## src/kdsbp_queue.sv

```systemverilog
// ----------------------------------------------------------------------------
// kdsbp_queue: short FIFO between the classifier and the counter unit
// Entries are flip-flops; the head is presented combinationally.
// ----------------------------------------------------------------------------
module kdsbp_queue #(
   parameter int WIDTH = 8,
   parameter int DEPTH = 2
) (
   input  logic             clock,
   input  logic             reset,
   input  logic             push,
   input  logic [WIDTH-1:0] push_data,
   output logic             full,
   input  logic             pop,
   output logic [WIDTH-1:0] pop_data,
   output logic             empty
);

   localparam int PTR_BITS = $clog2(DEPTH);
   localparam int CNT_BITS = $clog2(DEPTH + 1);

   logic [WIDTH-1:0]    entry_ff [DEPTH];
   logic [PTR_BITS-1:0] wr_ptr_ff;
   logic [PTR_BITS-1:0] rd_ptr_ff;
   logic [CNT_BITS-1:0] count_ff;
   logic                do_push;
   logic                do_pop;

   assign full     = (count_ff == CNT_BITS'(DEPTH));
   assign empty    = (count_ff == '0);
   assign do_push  = push && !full;
   assign do_pop   = pop && !empty;
   assign pop_data = entry_ff[rd_ptr_ff];

   always_ff @(posedge clock) begin
      if (reset) begin
         wr_ptr_ff <= '0;
         rd_ptr_ff <= '0;
         count_ff  <= '0;
      end else begin
         if (do_push) begin
            wr_ptr_ff <= (wr_ptr_ff == PTR_BITS'(DEPTH - 1)) ? '0 : wr_ptr_ff + 1'b1;
         end
         if (do_pop) begin
            rd_ptr_ff <= (rd_ptr_ff == PTR_BITS'(DEPTH - 1)) ? '0 : rd_ptr_ff + 1'b1;
         end
         if (do_push && !do_pop) begin
            count_ff <= count_ff + 1'b1;
         end else if (do_pop && !do_push) begin
            count_ff <= count_ff - 1'b1;
         end
      end
   end

   always_ff @(posedge clock) begin
      if (do_push) begin
         entry_ff[wr_ptr_ff] <= push_data;
      end
   end

endmodule

```

## config.mk

```make
export PLATFORM = sky130hd
export DESIGN_NAME = kdsbp_queue
export DESIGN_NICKNAME = d
export VERILOG_FILES = /design/src/kdsbp_queue.sv
export SDC_FILE = /design/constraint.sdc
export NUM_CORES = 1
export LEC_CHECK = 0
export ABC_AREA = 1
export BUFFER_PORTS_ARGS = -buffer_cell sky130_fd_sc_hd__buf_2
export CORE_MARGIN = 3
export CORE_UTILIZATION = 23
export DETAILED_ROUTE_END_ITERATION = 8
export SKIP_LAST_GASP = 1
export SYNTH_ARGS = -nofsm -noshare
export SYNTH_HDL_FRONTEND = slang
export SYNTH_SLANG_ARGS = --single-unit
```

## constraint.sdc

```tcl
create_clock -name clock -period 1.76 [get_ports clock]
set_input_delay 0.352 -clock clock [delete_from_list [all_inputs] [get_ports clock]]
set_output_delay 0.352 -clock clock [all_outputs]
set_load 0.02 [all_outputs]
```

==> run summary <==
* Gate Count Post-Synth: 62
* number of search-and-repair iterations in the first detailed-routing pass: 4
* TritonCTS clock tree: yes
* type of element capturing the critical path: output pin
* area of the mapped netlist: 828 µm²
* antenna diode count: 0
* transition at the pin with the smallest max-transition slack: 0.294 ns
* remaining global-route overflow: 0
* utilization after layout: 30.3%
* starting density of the core: 24.4%
* maximum number of pins on one net before global-route repair: 12
* setup slack at placement: 0.325 ns
* Overall Global Routing Usage: 6.61%
* fmax: 0.623 GHz
* kind of start point of the critical path: register
* num ports: 22
* worst path cell trace: mux2_2 -> buf_2
* Detailed Place HPWL: 1030 µm
* vias in the first global route: 523
* Die Height: 66.0 µm
* data arrival time of the worst path: 1.25 ns
* worst hold path cell count: 1
* area inside the core boundary: 3390 µm²
* total wire length after detailed routing: 1370 µm
* share of final-layout standard cells stronger than drive strength 1: 45.5%
* Yosys Warn Count: 0
* average via count per standard cell: 3.96
* power density over the cells: 1360 nW/µm²
* largest stage delay on the critical path: 0.45 ns
* wire length of the first global-routing pass: 2170 µm
* total of flip-flops plus latches after synthesis: 21
* # nets final: 102
* worst hold path class: in2reg
* Slew Viols, Final: 0
* number of distinct library cells after synthesis: 16
* Max FO, Critical Path: 8
* routed via count: 530
* Sinks on Clock Net: 21
* initial antenna violation count: 0
* mean post-synth cell area: 13.4 µm²
* post-route fraction of the period consumed by the critical path: 91.2%
* required time at the endpoint of the critical path: 1.41 ns
* total power after layout: 0.00140 W
* Worst-path clk slew: 0.11 ns
* capture point of the worst path: pop_data[3]
* H-tree depth reported by CTS: 1
* max cap viols: 0
* cts bufs inserted: 3
* part of the Yosys area used for sequential elements: 70.1%
* slowest library cell on the worst path: sky130_fd_sc_hd__dfxtp_2
* final critical-path required period: 1.61 ns
* initial DRC count: 30
* worst slew margin relative to its limit: 80.3%
* final setup vio count: 0
* # DRC: 0
* type of the worst setup path: reg2out
* worst setup margin: 0.154 ns
* setup repair after global routing missed its margin: false
* reg-to-reg critical path endpoint: count_ff[1]
* site row count: 21
* clock root buffer master: sky130_fd_sc_hd__clkbuf_4
* final weighted congestion in routability-driven placement: 0.662
* synth-to-layout area growth: 24.2%
* Final Hold Fails: 0
* Horiz. Die Dim: 66.0 µm
* area of the die: 4360 µm²
* Post-DRT Antenna Nets: 0
* run status: completed
* skew final: 0.00696 ns
* depth of the worst register-to-register path: 9
* worst flop-to-flop path startpoint: count_ff[1]
* total nets after synthesis: 75
* worst setup slack for register-to-register paths: 0.30 ns
* Leakage Power: 0.416 nW
* count of input and output buffers: 21
* clock network latency to the later pin of the worst-skew pair: 0.29 ns
* hold buffer count at cts: 0
* final sum of negative setup slack: 0 ns
* average wire length per cell after detail routing: 10.2 µm
* clock tree buffer depth: 2
* Peak VDD IR: 0.537 mV
placed cells by master (no fill, tap or decap), types with 2 or more instances in the layout:
master and n:
sky130_fd_sc_hd__inv_2 2, sky130_fd_sc_hd__nor2_1 9, sky130_fd_sc_hd__o21ai_0 2, sky130_fd_sc_hd__inv_1 7, sky130_fd_sc_hd__mux2_2 8, sky130_fd_sc_hd__buf_4 2
sky130_fd_sc_hd__dfxtp_1 4, sky130_fd_sc_hd__nand2_1 4, sky130_fd_sc_hd__clkbuf_4 3, sky130_fd_sc_hd__o21ai_2 2, sky130_fd_sc_hd__edfxtp_1 16, sky130_fd_sc_hd__buf_2 21
worst max-delay path: cells and delay by family (launching register included):
family,cells,cell delay (ns)
DFF,1,0.45
muxes,1,0.36
buffers and inverters,1,0.16
report_power, final:
part           internal [W]  switching (W)  total (W)
sequential         0.000634      0.0000710   0.000705
clock             0.0000880       0.000127   0.000215
combinational      0.000200       0.000281   0.000481
total              0.000922       0.000479    0.00140
flip-flops by register name (all words and copies together) (netlist names), named ones only:
signal / count
count_ff: 2
rd_ptr_ff: 1
wr_ptr_ff: 1
entry_ff: 16
per-stage QoR:
stage	instance area [µm²]	hold slack, ns	cells
after global routing	1030	0.217	134
after CTS	1030	0.232	134
final	1030	0.244	134
after global placement	1000	0.486	130
after floorplan	828	0.451	62
after detailed placement	1000	0.503	130
how the worst min path moves through the flow:
stage / from / end / slack, ns
after floorplan: push_data[0] / entry_ff[0][0] / 0.45
after global placement: wr_ptr_ff / wr_ptr_ff / 0.49
after detailed placement: wr_ptr_ff / wr_ptr_ff / 0.50
after CTS: push_data[4] / entry_ff[1][4] / 0.23
after global routing: push_data[1] / entry_ff[0][1] / 0.22
final: push_data[1] / entry_ff[0][1] / 0.24
layer usage:
layer	vias to the layer above	share of wire, %	track usage [%]
li1	266	-	-
met1	245	41	7.51
met2	17	49	10.6
met3	2	9.2	1.87
met4	0	0.58	4.57
met5	-	0	0
cell type report:
cell class                 count  area (µm²)
clock buffer                   4        26.3
fill                         350        2360
inverter                       9        33.8
multi-input combinational     31         209
sequential                    21         582
tap                           46        57.6
timing repair buffer          23         120
synth_stat cells:
cell type / n / area (µm²)
sky130_fd_sc_hd__inv_1: 7 / 26.3
sky130_fd_sc_hd__and2_4: 1 / 8.76
sky130_fd_sc_hd__inv_2: 2 / 7.51
sky130_fd_sc_hd__mux2_2: 8 / 90.1
sky130_fd_sc_hd__nand2_1: 4 / 15.0
sky130_fd_sc_hd__o21ai_1: 1 / 5.00
sky130_fd_sc_hd__edfxtp_1: 16 / 480
sky130_fd_sc_hd__ha_1: 1 / 12.5
sky130_fd_sc_hd__buf_2: 1 / 5.00
sky130_fd_sc_hd__o21ai_0: 2 / 10.0
sky130_fd_sc_hd__o21ai_2: 2 / 17.5
sky130_fd_sc_hd__nor2_1: 9 / 33.8
sky130_fd_sc_hd__nand4_1: 1 / 6.26
sky130_fd_sc_hd__a21oi_1: 1 / 5.00
sky130_fd_sc_hd__nand3_1: 1 / 5.00
sky130_fd_sc_hd__dfxtp_1: 5 / 100
timing repair:
action	in CTS	in global routing
gates resized for setup	1	0
hold endpoints to repair	0	0
buffers inserted	0	0
setup endpoints to repair	2	0
cells by family (layout without fill, tap and decap cells):
| kind of cell | after synthesis | after routing | share of synthesized area (%) |
|---|---|---|---|
| compound gates | 6 | 6 | 4.53 |
| simple gates | 16 | 16 | 8.31 |
| flops | 21 | 21 | 70.1 |
| mux | 8 | 8 | 10.9 |
| buf+inv | 10 | 36 | 4.68 |
| fa+ha+maj | 1 | 1 | 1.51 |
Note: power is estimated with default switching activity, not from simulation.
