--- config.mk ---
export PLATFORM = sky130hd
export DESIGN_NAME = kdsbp_back
export DESIGN_NICKNAME = d
export VERILOG_FILES = /design/src/kdsbp_pkg.sv /design/src/kdsbp_ram.sv /design/src/kdsbp_back.sv
export SDC_FILE = /design/constraint.sdc
export NUM_CORES = 2
export LEC_CHECK = 0
export ABC_CLOCK_PERIOD_IN_PS = 4300
export BUFFER_PORTS_ARGS = -buffer_cell sky130_fd_sc_hd__clkbuf_2
export CORE_UTILIZATION = 55
export CTS_CLUSTER_SIZE = 10
export DETAILED_ROUTE_END_ITERATION = 8
export MAX_ROUTING_LAYER = met4
export PLACE_DENSITY = 0.76
export SYNTH_ARGS = -nofsm -noshare
export SYNTH_HDL_FRONTEND = slang
export SYNTH_SLANG_ARGS = --single-unit
--- constraint.sdc ---
create_clock -name clock -period 4.3 [get_ports clock]
set_input_delay 0.215 -clock clock [delete_from_list [all_inputs] [get_ports clock]]
set_output_delay 0.215 -clock clock [all_outputs]
set_load 0.005 [all_outputs]
--- src/kdsbp_pkg.sv ---
// ----------------------------------------------------------------------------
// kdsbp_pkg: shared types and constants of the k-d splitter bucket partition
// Operation codes and the fixed widths of the request, response and register
// fields.
// ----------------------------------------------------------------------------
package kdsbp_pkg;

   localparam int OP_BITS         = 3;
   localparam int NODE_BITS       = 6;
   localparam int CSR_INDEX_BITS  = 1;
   localparam int CSR_DATA_BITS   = 4;
   localparam int DIM_BITS        = 4;
   localparam int NUM_COORDS      = 10;
   localparam int BUCKET_OUT_BITS = 6;
   localparam int POS_BITS        = 20;
   localparam int QUEUE_DEPTH     = 2;

   localparam logic [POS_BITS-1:0] POS_MAX = '1;

   typedef enum logic [OP_BITS-1:0] {
      OP_LOAD    = 3'd0,
      OP_CLEAR   = 3'd1,
      OP_COUNT   = 3'd2,
      OP_FINISH  = 3'd3,
      OP_SCATTER = 3'd4
   } op_type;

endpackage

--- src/kdsbp_ram.sv ---
// ----------------------------------------------------------------------------
// kdsbp_ram: generic simple dual-port RAM
// One write port and one read port; the read data is registered.
// ----------------------------------------------------------------------------
module kdsbp_ram #(
   parameter int WIDTH = 8,
   parameter int DEPTH = 16
) (
   input  logic                     clock,
   input  logic                     wr_en,
   input  logic [$clog2(DEPTH)-1:0] wr_addr,
   input  logic [WIDTH-1:0]         wr_data,
   input  logic [$clog2(DEPTH)-1:0] rd_addr,
   output logic [WIDTH-1:0]         rd_data
);

   logic [WIDTH-1:0] mem [DEPTH];

   always_ff @(posedge clock) begin
      if (wr_en) begin
         mem[wr_addr] <= wr_data;
      end
      rd_data <= mem[rd_addr];
   end

endmodule

--- src/kdsbp_back.sv ---
// ----------------------------------------------------------------------------
// kdsbp_back: bucket counter unit
// Counts and scatters points, clears the counters and turns counts into
// start offsets with a sweep; drives the response register.
// ----------------------------------------------------------------------------
module kdsbp_back #(
   parameter int LEVELS     = 6,
   parameter int COUNT_BITS = 21
) (
   input  logic                                  clock,
   input  logic                                  reset,
   input  logic                                  q_empty,
   output logic                                  q_pop,
   input  logic [kdsbp_pkg::OP_BITS+LEVELS-1:0]  q_pop_data,
   output logic                                  init_busy,
   output logic                                  rsp_valid,
   input  logic                                  rsp_stall,
   output logic [kdsbp_pkg::BUCKET_OUT_BITS-1:0] rsp_bucket,
   output logic [kdsbp_pkg::POS_BITS-1:0]        rsp_position,
   output logic                                  rsp_error
);

   import kdsbp_pkg::*;

   localparam int BUCKETS    = 1 << LEVELS;
   localparam int TOTAL_BITS = COUNT_BITS + LEVELS;
   localparam int CMP_BITS   = (COUNT_BITS > POS_BITS) ? COUNT_BITS : POS_BITS;

   localparam logic [COUNT_BITS-1:0] COUNT_MAX   = '1;
   localparam logic [TOTAL_BITS-1:0] COUNT_MAX_W = TOTAL_BITS'(COUNT_MAX);

   typedef enum logic [2:0] {
      B_INIT,
      B_IDLE,
      B_POINT,
      B_FIN_SWEEP,
      B_FIN_DONE,
      B_CLEAR
   } back_state_type;

   back_state_type          state_ff;
   logic                    offsets_ready_ff;
   logic [LEVELS-1:0]       ptr_ff;
   logic [LEVELS-1:0]       bkt_ff;
   logic [TOTAL_BITS-1:0]   total_ff;

   logic                    rsp_valid_ff;
   logic [BUCKET_OUT_BITS-1:0] rsp_bucket_ff;
   logic [POS_BITS-1:0]     rsp_position_ff;
   logic                    rsp_error_ff;

   logic                    out_free;
   logic [OP_BITS-1:0]      q_op;
   logic [LEVELS-1:0]       q_bkt;
   logic                    phase_bad;

   logic                    cnt_wr_en;
   logic [LEVELS-1:0]       cnt_wr_addr;
   logic [COUNT_BITS-1:0]   cnt_wr_data;
   logic [LEVELS-1:0]       cnt_rd_addr;
   logic [COUNT_BITS-1:0]   cnt_rd_data;

   logic                    cnt_sat;
   logic [POS_BITS:0]       point_pos;
   logic                    tot_over;
   logic [COUNT_BITS-1:0]   tot_clamped;
   logic [POS_BITS:0]       fin_pos;

   // Returns {overflow, position} with the position clamped to its field.
   function automatic logic [POS_BITS:0] clamp_pos(input logic [COUNT_BITS-1:0] v);
      logic [CMP_BITS-1:0] wide;
      logic                over;
      wide = CMP_BITS'(v);
      over = (wide > CMP_BITS'(POS_MAX));
      return {over, (over ? POS_MAX : POS_BITS'(v))};
   endfunction

   assign {q_op, q_bkt} = q_pop_data;
   assign out_free  = !rsp_valid_ff || !rsp_stall;
   assign q_pop     = (state_ff == B_IDLE) && !q_empty && out_free;
   assign init_busy = (state_ff == B_INIT);
   assign phase_bad = offsets_ready_ff != (q_op == OP_SCATTER);

   assign cnt_sat     = (cnt_rd_data == COUNT_MAX);
   assign point_pos   = clamp_pos(cnt_rd_data);
   assign tot_over    = (total_ff > COUNT_MAX_W);
   assign tot_clamped = tot_over ? COUNT_MAX : COUNT_BITS'(total_ff);
   assign fin_pos     = clamp_pos(tot_clamped);

   // The offset sweep reads one entry ahead of the one it writes.
   always_comb begin
      case (state_ff)
         B_FIN_SWEEP: cnt_rd_addr = ptr_ff + 1'b1;
         default:     cnt_rd_addr = (q_op == OP_FINISH) ? '0 : q_bkt;
      endcase
   end

   always_comb begin
      cnt_wr_en   = 1'b0;
      cnt_wr_addr = ptr_ff;
      cnt_wr_data = '0;
      case (state_ff)
         B_INIT, B_CLEAR: begin
            cnt_wr_en = 1'b1;
         end
         B_FIN_SWEEP: begin
            cnt_wr_en   = 1'b1;
            cnt_wr_data = tot_clamped;
         end
         B_POINT: begin
            cnt_wr_en   = !cnt_sat;
            cnt_wr_addr = bkt_ff;
            cnt_wr_data = cnt_rd_data + 1'b1;
         end
         default: begin
            cnt_wr_en = 1'b0;
         end
      endcase
   end

   kdsbp_ram #(
      .WIDTH (COUNT_BITS),
      .DEPTH (BUCKETS)
   ) u_counter_ram (
      .clock   (clock),
      .wr_en   (cnt_wr_en),
      .wr_addr (cnt_wr_addr),
      .wr_data (cnt_wr_data),
      .rd_addr (cnt_rd_addr),
      .rd_data (cnt_rd_data)
   );

   assign rsp_valid    = rsp_valid_ff;
   assign rsp_bucket   = rsp_bucket_ff;
   assign rsp_position = rsp_position_ff;
   assign rsp_error    = rsp_error_ff;

   always_ff @(posedge clock) begin
      if (reset) begin
         state_ff         <= B_INIT;
         ptr_ff           <= '0;
         offsets_ready_ff <= 1'b0;
         rsp_valid_ff     <= 1'b0;
      end else begin
         // A pop decides the response register itself below.
         if (rsp_valid_ff && !rsp_stall && !q_pop) begin
            rsp_valid_ff <= 1'b0;
         end
         case (state_ff)
            B_INIT: begin
               ptr_ff <= ptr_ff + 1'b1;
               if (ptr_ff == '1) begin
                  state_ff <= B_IDLE;
               end
            end
            B_IDLE: begin
               if (q_pop) begin
                  case (op_type'(q_op))
                     OP_COUNT, OP_SCATTER: begin
                        if (phase_bad) begin
                           rsp_valid_ff    <= 1'b1;
                           rsp_bucket_ff   <= BUCKET_OUT_BITS'(q_bkt);
                           rsp_position_ff <= '0;
                           rsp_error_ff    <= 1'b1;
                        end else begin
                           rsp_valid_ff <= 1'b0;
                           bkt_ff       <= q_bkt;
                           state_ff     <= B_POINT;
                        end
                     end
                     OP_FINISH: begin
                        if (offsets_ready_ff) begin
                           rsp_valid_ff    <= 1'b1;
                           rsp_bucket_ff   <= '0;
                           rsp_position_ff <= '0;
                           rsp_error_ff    <= 1'b1;
                        end else begin
                           rsp_valid_ff <= 1'b0;
                           ptr_ff       <= '0;
                           total_ff     <= '0;
                           state_ff     <= B_FIN_SWEEP;
                        end
                     end
                     OP_CLEAR: begin
                        rsp_valid_ff     <= 1'b0;
                        ptr_ff           <= '0;
                        offsets_ready_ff <= 1'b0;
                        state_ff         <= B_CLEAR;
                     end
                     default: begin
                        rsp_valid_ff    <= 1'b1;
                        rsp_bucket_ff   <= '0;
                        rsp_position_ff <= '0;
                        rsp_error_ff    <= 1'b0;
                     end
                  endcase
               end
            end
            B_POINT: begin
               rsp_valid_ff    <= 1'b1;
               rsp_bucket_ff   <= BUCKET_OUT_BITS'(bkt_ff);
               rsp_position_ff <= point_pos[POS_BITS-1:0];
               rsp_error_ff    <= cnt_sat || point_pos[POS_BITS];
               state_ff        <= B_IDLE;
            end
            B_FIN_SWEEP: begin
               total_ff <= total_ff + TOTAL_BITS'(cnt_rd_data);
               ptr_ff   <= ptr_ff + 1'b1;
               if (ptr_ff == '1) begin
                  state_ff <= B_FIN_DONE;
               end
            end
            B_FIN_DONE: begin
               rsp_valid_ff     <= 1'b1;
               rsp_bucket_ff    <= '0;
               rsp_position_ff  <= fin_pos[POS_BITS-1:0];
               rsp_error_ff     <= tot_over || fin_pos[POS_BITS];
               offsets_ready_ff <= 1'b1;
               state_ff         <= B_IDLE;
            end
            B_CLEAR: begin
               ptr_ff <= ptr_ff + 1'b1;
               if (ptr_ff == '1) begin
                  rsp_valid_ff    <= 1'b1;
                  rsp_bucket_ff   <= '0;
                  rsp_position_ff <= '0;
                  rsp_error_ff    <= 1'b0;
                  state_ff        <= B_IDLE;
               end
            end
            default: begin
               state_ff <= B_IDLE;
            end
         endcase
      end
   end

   // No queue entry is taken before the counters are cleared after reset.
   a_no_pop_in_init: assert property (@(posedge clock) disable iff (reset)
      (state_ff == B_INIT) |-> !q_pop)
      else $error("queue popped during counter initialization");

   // A completed offset sweep always leaves the block in the scatter phase.
   a_finish_sets_ready: assert property (@(posedge clock) disable iff (reset)
      (state_ff == B_FIN_DONE) |=> offsets_ready_ff)
      else $error("offsets not marked ready after finish");

   // A counter update never wraps back to zero.
   a_count_no_wrap: assert property (@(posedge clock) disable iff (reset)
      (state_ff == B_POINT && cnt_wr_en) |-> (cnt_wr_data != '0))
      else $error("bucket counter wrapped");

endmodule

==> metrics.txt <==
status finished, final reports clean; number of H-tree levels 4; CP Launch Type flop; worst hold path type in -> reg; Synth cell types 59; cell taking the most area after synthesis edfxtp_1; CTS root buffer clkbuf_16; Rows 118; M1 WL around 55000 um; nets 4061; fin area between 60000 and 70000 um2; port bufs 42; Post-Synthesis Cells 3825; PD cells 457.3 nW/um2; area grow syn2layout 13.72%; postcts setup bufs 0; Ys Warns 0; Overall Power 29830 uW; CP Class reg -> reg; fin. max-slew vios 0; FMAX 241.1 MHz; Worst VDD drop 366.7 uV; Synth Register Bits 1436; RSZ-0062 raised after global routing false; Vias about 36000; drt pass-1 iters 5; Worst R2R Path Depth 10; first-pass GRT wire length 219600 um; maxcap violations 0; max-slew headroom at the worst pin a little under a fifth; hold depth 2; Inserted Clock Buffers approximately 160; Worst Path Arrival 4.67 ns; Die Area 105600 um2; P_leak 0.02144 uW; TritonCTS clock tree yes; mean number of vias per cell approximately 6.5; post-detail-place hpwl between 80000 and 90000 um; Synth Area in Adders 0.5367%; Clock Latency Late Sink around 0.76 ns; post-synth top area share approximately 74%; share of post-route cells with drive strength above 1 around an eighth; drt wl/cell 27.37 um; max layer used met4; grt total ovfl 0; antenna viol nets, final 0; syn_nets ~3900; CP Capture Type flop; # IOs 43; gp weighted congestion between 0.9 and 1; WL met3 15790 um; die height 324.9 um; WP data required between 4 and 5 ns; Routed WL 149400 um; CTS clk-pin slew, worst paths 0.06 ns; vias in the first global route 34640; post_cts resized 0; Final Hold Viols 0; largest family of logic cells by synthesized area simple AND/OR/NAND/NOR gates; final setup margin approximately 0.15 ns; register area share after synthesis 74.63%; post-placement setup slack approximately 0.34 ns; Mapped Area 57350 um2; initial DRC count between 4000 and 5000; Final Setup Violations 0; commonest non-fill, non-tap cell in the layout edfxtp_1; Initial Util 55.41%; Sink Count 1436; Synth Area in XOR/XNOR 0.4887%; fill count 6993; Final Cycle Share between 90% and 100%; most frequent cells in the layout edfxtp_1 (1404), nand2_1 (738), mux2i_1 (343); GRT Total Usage 28.91%; crit path time final 4.148 ns; Synth Area in Simple Gates under 10%; Clock Path Buffers 3; Avg Inst Size Synth 14.99 um2; placed cell areas 60490 um2; Finished Core Util between 60% and 70%; Worst Tran Pin Value 1.221 ns; CP Max Fanout 23; Die Wd 324.9 um; mux share of post-synthesis cell area 5.986%; synth top area cells edfxtp_1 (74%), mux2i_1 (6.0%), nand2_1 (4.8%), a32oi_1 (3.2%), nand3_1 (1.3%); clk_skew 0.02464 ns; ys async rst share 0%; metal2 WL 70980 um; Residual DRC 0; pin count of the biggest net entering global routing 81; initial antenna violation count 4; Core ar. about 100000 um2; Synth Area in Compound Gates 7.079%; Top FF cell, synth edfxtp_1; Post-synth EDFFs 1404
==> state kept, by name, summed over array words and instances, names as in the netlist <==
signal                 flops
ptr_ff                     6
offsets_ready_ff           1
bkt_ff                     6
total_ff                  27
u_counter_ram.rd_data     21
u_counter_ram.mem       1344
state_ff                   3
rsp_valid                  1
rsp_position              20
rsp_error                  1
rsp_bucket                 6
==> where the power goes <==
| group | switching [uW] | internal (uW) | leakage [uW] |
|---|---|---|---|
| clock | 5130 | 7100 | 0.00221 |
| sequential | 143 | 15500 | 0.0108 |
| combinational | 1360 | 630 | 0.00839 |
==> critical path, cell delays in order (launching register included) <==
cell,delay (ns)
dfxtp_1,0.63
and3b_1,0.33
buf_4,0.30
a32oi_1,0.14
a21oi_4,0.69
buf_4,0.44
buf_4,0.31
a32oi_1,0.12
and3_1,0.20
a31oi_1,0.39
nand4_1,0.33
==> cells in the mapped netlist (all sizes together) (13+ instances only) <==
cell type	count
clkbuf	127
xor2	21
a21oi	35
nand4	27
nand3b	13
mux2i	343
a32oi	212
ha	23
nand3	148
nor3	18
dfxtp	32
a221o	20
buf	104
nand2	740
nand2b	13
a221oi	63
and3	94
inv	14
edfxtp	1404
a31oi	90
o21ai	68
nor2	119
==> layer usage <==
metal / up-vias / global-route usage [%]
met2: 2327 / 44.68
met5: - / -
met3: 403 / 5.525
met4: 0 / 14.34
li1: 15180 / -
met1: 17630 / 36.91
==> logic make-up after synthesis <==
family                     Yosys count
DFF                               1436
and+or+nand+nor                   1212
AOI/OAI and AO/OA                  533
muxes                              343
buffers and inverters              245
xor gates and xnor gates            32
adders and majority gates           24
==> through the flow <==
step | TNS, ns | cells | hold WS (ns)
floorplan | -38.50 | 3825 | 0.2841
global placement | 0 | 5222 | 0.4672
detailed placement | 0 | 5222 | 0.4589
CTS | 0 | 5453 | 0.2053
global route | 0 | 5458 | 0.2555
finish | 0 | 5459 | 0.2635
==> path summary, 6_finish.rpt <==
kind	startpoint	to	slack, ns
max	state_ff[1]	u_counter_ram.rd_data[3]	0.15
min reg2reg	ptr_ff[4]	ptr_ff[4]	0.58
min	q_pop_data[5]	bkt_ff[5]	0.26
max reg2reg	state_ff[1]	u_counter_ram.rd_data[3]	0.15
==> what timing repair did <==
item | 4_1_cts | 5_1_grt
setup endpoints to repair | 0 | 0
hold buffers | 15 | 0
endpoints found under the hold margin | 34 | 0
==> final cells by class <==
cell class                 count  area [um2]  share of cell area, %
inverter                      14       52.55                0.08057
clock buffer                 204        4403                  6.751
clock inverter                12       146.4                 0.2244
sequential                  1436       42800                  65.62
tap                         1380        1727                  2.647
timing repair buffer         265        2265                  3.472
antenna                        4       10.01                0.01535
multi-input combinational   2144       13820                  21.19
Note: power is estimated with default switching activity, not from simulation.
